<file path="src/hw/rtl/g2l_pkg.sv">
`timescale 1ns / 1ps
// Shared types and constants for the glyph to LCD pixel stream block.
package g2l_pkg;

    localparam logic [1:0] REQ_LOAD  = 2'd0;
    localparam logic [1:0] REQ_START = 2'd1;
    localparam logic [1:0] REQ_ROW   = 2'd2;

    localparam logic [1:0] ST_OK       = 2'd0;
    localparam logic [1:0] ST_CLIPPED  = 2'd1;
    localparam logic [1:0] ST_BAD_CODE = 2'd2;
    localparam logic [1:0] ST_NO_GLYPH = 2'd3;

    localparam logic [7:0] CMD_COLUMN = 8'h2A;
    localparam logic [7:0] CMD_ROW    = 8'h2B;
    localparam logic [7:0] CMD_WRITE  = 8'h2C;

    localparam logic [7:0] FIRST_PRINTABLE = 8'd32;
    localparam logic [7:0] LAST_PRINTABLE  = 8'd126;

    localparam logic [2:0] CFG_GLYPH_W  = 3'd0;
    localparam logic [2:0] CFG_GLYPH_H  = 3'd1;
    localparam logic [2:0] CFG_SCREEN_W = 3'd2;
    localparam logic [2:0] CFG_SCREEN_H = 3'd3;
    localparam logic [2:0] CFG_COL_OFS  = 3'd4;
    localparam logic [2:0] CFG_ROW_OFS  = 3'd5;

    localparam logic [4:0] RST_GLYPH_W  = 5'd8;
    localparam logic [5:0] RST_GLYPH_H  = 6'd16;
    localparam logic [8:0] RST_SCREEN_W = 9'd240;
    localparam logic [8:0] RST_SCREEN_H = 9'd135;
    localparam logic [8:0] RST_COL_OFS  = 9'd40;
    localparam logic [8:0] RST_ROW_OFS  = 9'd53;

    localparam logic [3:0] WIN_COL_CMD  = 4'd0;
    localparam logic [3:0] WIN_COL_S_HI = 4'd1;
    localparam logic [3:0] WIN_COL_S_LO = 4'd2;
    localparam logic [3:0] WIN_COL_E_HI = 4'd3;
    localparam logic [3:0] WIN_COL_E_LO = 4'd4;
    localparam logic [3:0] WIN_ROW_CMD  = 4'd5;
    localparam logic [3:0] WIN_ROW_S_HI = 4'd6;
    localparam logic [3:0] WIN_ROW_S_LO = 4'd7;
    localparam logic [3:0] WIN_ROW_E_HI = 4'd8;
    localparam logic [3:0] WIN_ROW_E_LO = 4'd9;
    localparam logic [3:0] WIN_WR_CMD   = 4'd10;

    typedef struct packed {
        logic [1:0]  req_type;
        logic [11:0] font_index;
        logic [15:0] font_bits;
        logic [8:0]  pos_x;
        logic [8:0]  pos_y;
        logic [7:0]  char_code;
        logic [15:0] fg_color;
        logic [15:0] bg_color;
    } t_in;

    typedef struct packed {
        logic [7:0] out_byte;
        logic       is_data;
        logic       last;
        logic [1:0] status;
    } t_out;

    typedef enum logic [1:0] {
        SEL_REJECT,
        SEL_WINDOW,
        SEL_PIXEL
    } t_sel;

    typedef struct packed {
        logic       take;
        logic       capture;
        logic       emit;
        t_sel       sel;
        logic [3:0] win_idx;
        logic       pix_lo;
        logic       last;
    } t_ctl;

    typedef struct packed {
        logic       go_reject;
        logic       go_window;
        logic       go_row;
        logic       out_free;
        logic [4:0] gw;
    } t_sts;

endpackage

</file>
<file path="src/hw/rtl/g2l_ctrl.sv">
`timescale 1ns / 1ps
// Controller state machine sequencing rejects, window bytes and pixel rows.
module g2l_ctrl #(
    parameter int MAX_GLYPH_W = 16
) (
    input  logic          i_clk,
    input  logic          i_rst_n,
    input  logic          i_in_valid,
    output logic          o_in_stall,
    input  g2l_pkg::t_sts i_sts,
    output g2l_pkg::t_ctl o_ctl
);
    import g2l_pkg::*;

    localparam int CNT_W = ($clog2(2 * MAX_GLYPH_W) > 4) ? $clog2(2 * MAX_GLYPH_W) : 4;

    typedef enum logic [2:0] {
        S_IDLE,
        S_REJ,
        S_WIN,
        S_FETCH,
        S_ROW
    } t_state;

    t_state           r_state;
    t_state           n_state;
    logic [CNT_W-1:0] r_cnt;
    logic [CNT_W-1:0] n_cnt;
    logic [CNT_W-1:0] pix_last;

    assign pix_last   = CNT_W'({1'b0, i_sts.gw, 1'b0} - 7'd1);
    assign o_in_stall = (r_state != S_IDLE);

    always_comb begin
        n_state = r_state;
        n_cnt   = r_cnt;
        o_ctl   = '0;
        unique case (r_state)
            S_IDLE: begin
                if (i_in_valid) begin
                    o_ctl.take = 1'b1;
                    n_cnt      = '0;
                    if (i_sts.go_reject) begin
                        n_state = S_REJ;
                    end else if (i_sts.go_window) begin
                        n_state = S_WIN;
                    end else if (i_sts.go_row) begin
                        n_state = S_FETCH;
                    end
                end
            end
            S_REJ: begin
                if (i_sts.out_free) begin
                    o_ctl.emit = 1'b1;
                    o_ctl.sel  = SEL_REJECT;
                    o_ctl.last = 1'b1;
                    n_state    = S_IDLE;
                end
            end
            S_WIN: begin
                if (i_sts.out_free) begin
                    o_ctl.emit    = 1'b1;
                    o_ctl.sel     = SEL_WINDOW;
                    o_ctl.win_idx = r_cnt[3:0];
                    o_ctl.last    = (r_cnt[3:0] == WIN_WR_CMD);
                    if (r_cnt[3:0] == WIN_WR_CMD) begin
                        n_state = S_IDLE;
                        n_cnt   = '0;
                    end else begin
                        n_cnt = r_cnt + 1'b1;
                    end
                end
            end
            S_FETCH: begin
                o_ctl.capture = 1'b1;
                n_cnt         = '0;
                n_state       = S_ROW;
            end
            S_ROW: begin
                if (i_sts.out_free) begin
                    o_ctl.emit   = 1'b1;
                    o_ctl.sel    = SEL_PIXEL;
                    o_ctl.pix_lo = r_cnt[0];
                    o_ctl.last   = (r_cnt == pix_last);
                    if (r_cnt == pix_last) begin
                        n_state = S_IDLE;
                        n_cnt   = '0;
                    end else begin
                        n_cnt = r_cnt + 1'b1;
                    end
                end
            end
            default: begin
                n_state = S_IDLE;
            end
        endcase
    end

    always_ff @(posedge i_clk) begin
        if (!i_rst_n) begin
            r_state <= S_IDLE;
            r_cnt   <= '0;
        end else begin
            r_state <= n_state;
            r_cnt   <= n_cnt;
        end
    end

endmodule

</file>
<file path="config.mk">
export PLATFORM = sky130hd
export DESIGN_NAME = g2l_ctrl
export DESIGN_NICKNAME = d
export VERILOG_FILES = /design/src/hw/rtl/g2l_pkg.sv /design/src/hw/rtl/g2l_ctrl.sv
export SDC_FILE = /design/constraint.sdc
export NUM_CORES = 1
export LEC_CHECK = 0
export ABC_AREA = 1
export BUFFER_PORTS_ARGS = -buffer_cell sky130_fd_sc_hd__clkbuf_2
export CAP_MARGIN = 30
export CORE_MARGIN = 2
export CORE_UTILIZATION = 40
export CTS_CLUSTER_SIZE = 28
export DETAILED_ROUTE_END_ITERATION = 6
export PLACE_DENSITY_LB_ADDON = 0.12
export SYNTH_ARGS = -nofsm -noshare
export SYNTH_HDL_FRONTEND = slang
export SYNTH_SLANG_ARGS = --single-unit
</file>
<file path="constraint.sdc">
create_clock -name i_clk -period 1.64 [get_ports i_clk]
set_input_delay 0.328 -clock i_clk [delete_from_list [all_inputs] [get_ports i_clk]]
set_output_delay 0.328 -clock i_clk [all_outputs]
set_load 0.01 [all_outputs]
</file>
* After elaboration in Yosys (flattened, before gate mapping)
Index checks and enable logic that the tools add are counted.
** Storage, ports and cells
- Logic and storage cells :: 51
- Input port bits :: 12
- Register bits :: 8
** Operators by class
- Add/sub/neg operators :: 2
- Equal/unequal tests :: 13
- Reductions and logical operators :: 5
- Muxes and demuxes :: 29
** Operator list (number)
- $mux 3 :: 11
- $mux 5 :: 5
- $pmux 5 s4 :: 1
- $pmux 3 s5 :: 1
- $ne 2x2->1 const B :: 6
- $pmux 3 s3 :: 1
- $mux 7 :: 1
- $reduce_and 7->1 :: 1
- $eq 3x2->1 const B :: 2
- $mux 1 :: 6
- $add 5x1->5 const B :: 1
- $eq 5x5->1 :: 1
- $sub 5x1->5 const B :: 1
- $eq 4x4->1 const B :: 1
- $mux 4 :: 1
- $ne 4x4->1 const B :: 1
- $reduce_and 4->1 :: 1
- $reduce_bool 4->1 :: 1
- $eq 3x1->1 const B :: 1
- $eq 3x3->1 const B :: 1
- $logic_not 3->1 :: 1
- $pmux 1 s3 :: 1
- $reduce_bool 3->1 :: 1
- $mux 2 :: 1

* Logic depth before layout (Yosys ltp)
- Word-level depth :: 5
- Gate-level depth with buffers :: 13
- Depth with buffers taken out :: 13

* Worst setup path after synthesis
No wires, ideal clock.
- Kind :: input to output
- Start :: in i_sts[0] in the netlist's numbering
- End :: out o_ctl[0] in the netlist's numbering
- Arrival :: 1309 ps
- Stages on the path :: 9
- Setup slack :: 3 ps
- Cell sequence :: inv_1 ha_1 nand2_1 inv_1 nor2_1 nand2_1 nor2_1 nand3_1 a21oi_1
** RTL lines
- from (decl) :: RTL line g2l_ctrl.sv:10 : input g2l_pkg::t_sts i_sts,
- to (decl) :: RTL line g2l_ctrl.sv:11 : output g2l_pkg::t_ctl o_ctl

==> key figures <==
STA
  • Max Slew Vio Count: 0
  • Fin crit period: 1.84 ns
  • Slew @ Worst Pin: 0.270 ns
  • Crit share post-route: 112%
  • Setup Skew: 0.00188 ns
  • Slew headroom: 81.9%
  • Final hold violations: 0
  • Min setup slack post-route: -0.200 ns
  • Unrepaired setup endpoints after global routing: yes
  • # setup viols final: 1
  • Max Freq: 544 MHz

CTS
  • Root Buffer: clkbuf_4
  • Post-CTS Hold Fix Bufs: 0
  • CTS tree: built
  • CTS Buf Count: 3
  • Clk Latency, worst-skew pair: 0.26 ns
  • Clock-pin transition on the worst setup and hold timing paths: 0.06 ns
  • CTS HTree Levels: 1
  • Clock Tree Buf Depth: 2
  • Clock net sink count: 8

Synthesis
  • Top_reg_cell synth: dfxtp_1
  • FF+latch count, synth: 8
  • Ys Warns: 0
  • FFs w/ async S/R, synth: 0%
  • Dominant cell type by area after synthesis: dfxtp_1
  • Post-synthesis cell type count: 21
  • Post-Syn Area: 786 um2
  • Post-Syn Instances: 129
  • EDFF count, synth: 0
  • Syn Area/Cell: 6.09 um2
  • Yosys top cell area share: 20.4%
  • Most numerous cell in the Yosys netlist: nand2_1
  • Post-synthesis sequential area ratio: 20.4%
  • Synth cell count leaders: nand2_1 (24), nor2_1 (22), inv_1 (19)
  • Synth area leaders: dfxtp_1 (20%), nand2_1 (11%), nor2_1 (11%), inv_1 (9.1%), a21oi_1 (8.3%)
  • Synthesized net count: 144

Placed design
  • Dpl hpwl: 1470 um
  • Setup WS pre-CTS: -0.185 ns
  • I/O Buffers: 22
  • GPL Wtd Cong: 0.814

Die
  • Initial Util: 41.3%
  • IO Pins: 24
  • Site Rows: 16
  • Height of the die: 48.3 um
  • Full die area: 2330 um2
  • Die W: 48.3 um
  • CORE AREA: 1900 um2

Setup path
  • Worst Path Arrival: 1.51 ns
  • Worst setup SP type: register
  • Reg-to-reg slack, setup: 0.04 ns
  • Worst setup path end: o_ctl[0]
  • Crit Path Class: register to output pin
  • Critical path startpoint: r_cnt[1]
  • Critical path required time: 1.31 ns
  • Reg2reg end: r_cnt[1]
  • Worst r2r src: r_cnt[1]
  • Max FO, Critical Path: 4
  • Reg2reg path depth: 12
  • CP Capture Type: output pin

Cells and area
  • Area grow syn2layout: 47.1%
  • Diodes inserted: 0
  • Core Util, Final: 60.8%
  • Fillers: 192
  • Multi-input logic area: 627 um2
  • Layout cells sized above 1: 45.5%
  • Register Area: 174 um2
  • NumNets Final: 182

Detailed routing
  • # DRC: 0
  • Antenna Violating Nets Remaining: 0
  • DR vias/cell: 4.64
  • DRT Pass-1 Iters: 4
  • Vias: 890
  • Starting DRT DRC Count: 11
  • Drt wl/cell: 10.6 um
  • Total routed wirelength: 2040 um

GRT
  • First-pass GRT wire length: 3070 um
  • Initial antenna violation count: 0
  • Number of global-route vias before repair: 796
  • Largest net degree at the start of global routing: 9
  • Total track usage: 16.7%
  • Total grt overflow: 0

Power
  • Pleak: 0.553 nW
  • Total power divided by cell area: 1250 nW/um2
  • Max IR drop VDD: 0.920 mV
  • Power Total: 1.44 mW

Worst hold path
  • Hold path depth: 3
  • Worst hold-check path type: input port to register

Status
  • Status: finished with violations
  • Failing checks: setup timing

Flow run
  • Max-Cap Viols: 0
## metrics by stage
step / hold WS, ns / cells / cell area (um2) / TNS, ns
after detailed placement: 0.522 / 186 / 992 / -0.947
after global placement: 0.520 / 186 / 992 / -0.933
final: 0.310 / 192 / 1160 / -0.200
after CTS: 0.308 / 190 / 1070 / -0.104
after global routing: 0.316 / 192 / 1160 / -0.768
after floorplan: 0.449 / 129 / 786 / 0
## cells by family (layout without fill, tap and decap cells)
family | Yosys count | in the layout | synth area share (%)
buffers and inverters | 24 | 60 | 11.6
and+or+nand+nor | 73 | 73 | 46.5
AOI/OAI and AO/OA | 17 | 17 | 12.3
xor gates and xnor gates | 4 | 4 | 4.46
DFF | 8 | 8 | 20.4
adders and majority gates | 3 | 3 | 4.78
## placed cells by master, fill, tap and decap left out
master    count
a21oi_1      12
a21oi_2       1
a21oi_4       1
buf_2         2
buf_4        10
buf_6         2
clkbuf_2     20
clkbuf_4      3
dfxtp_1       3
dfxtp_2       2
dfxtp_4       3
ha_1          2
ha_4          1
inv_1        17
inv_2         4
inv_4         2
nand2_1      20
nand2_2       5
nand2_4       4
nand3_1      11
nand3_2       2
nand3_4       1
nor2_1       18
nor2_4        9
nor3_1        1
nor3_2        2
o21ai_0       1
o21ai_1       1
o21ai_2       1
xnor2_1       2
xor2_1        2
## critical path, cell delays in order, from the launching register on
cell and delay, ns:
dfxtp_4 0.36, buf_6 0.11, nand2_2 0.05, nand2_2 0.07, nor2_4 0.13, nand2_2 0.08, nor2_4 0.12, nand3_2 0.07
a21oi_1 0.13, buf_2 0.14
## sequential cells by signal (all words and copies together), names as in the netlist
name,cells
r_state,3
r_cnt,5
## metal layers
layer | global-route usage [%] | vias to the layer above | routed length [um]
li1 | - | 479 | -
met1 | 20.4 | 395 | 892
met2 | 28.9 | 14 | 1060
met3 | 2.47 | 2 | 55
met4 | 7.62 | 0 | 27
met5 | 0 | - | 0
## final cells by class
cell class | instances | share of cell area, %
clock buffer | 3 | 1.95
inverter | 23 | 7.90
multi-input combinational | 97 | 54.2
sequential | 8 | 15.0
tap | 27 | 2.92
timing repair buffer | 34 | 18.0
## how the worst min path moves through the flow
stage               startpoint  slack, ns         end
finish                 i_rst_n       0.31  r_state[2]
CTS                    i_rst_n       0.31  r_state[2]
global route           i_rst_n       0.32  r_state[2]
global placement      r_cnt[4]       0.52    r_cnt[4]
detailed placement    r_cnt[3]       0.52    r_cnt[3]
floorplan              i_rst_n       0.45  r_state[2]
## repair_timing
| action | in CTS | in global routing |
|---|---|---|
| setup endpoints to repair | 4 | 11 |
| gates resized for setup | 16 | 22 |
| pin swaps | 2 | 7 |
| setup buffers | 1 | 2 |
| hold endpoints to repair | 0 | 0 |
## report_power, final
part	switching, mW	internal, mW	total [mW]
Combinational	0.590	0.377	0.966
Clock	0.0710	0.0840	0.155
Sequential	0.0742	0.247	0.322
(Power assumes the default switching activity.)
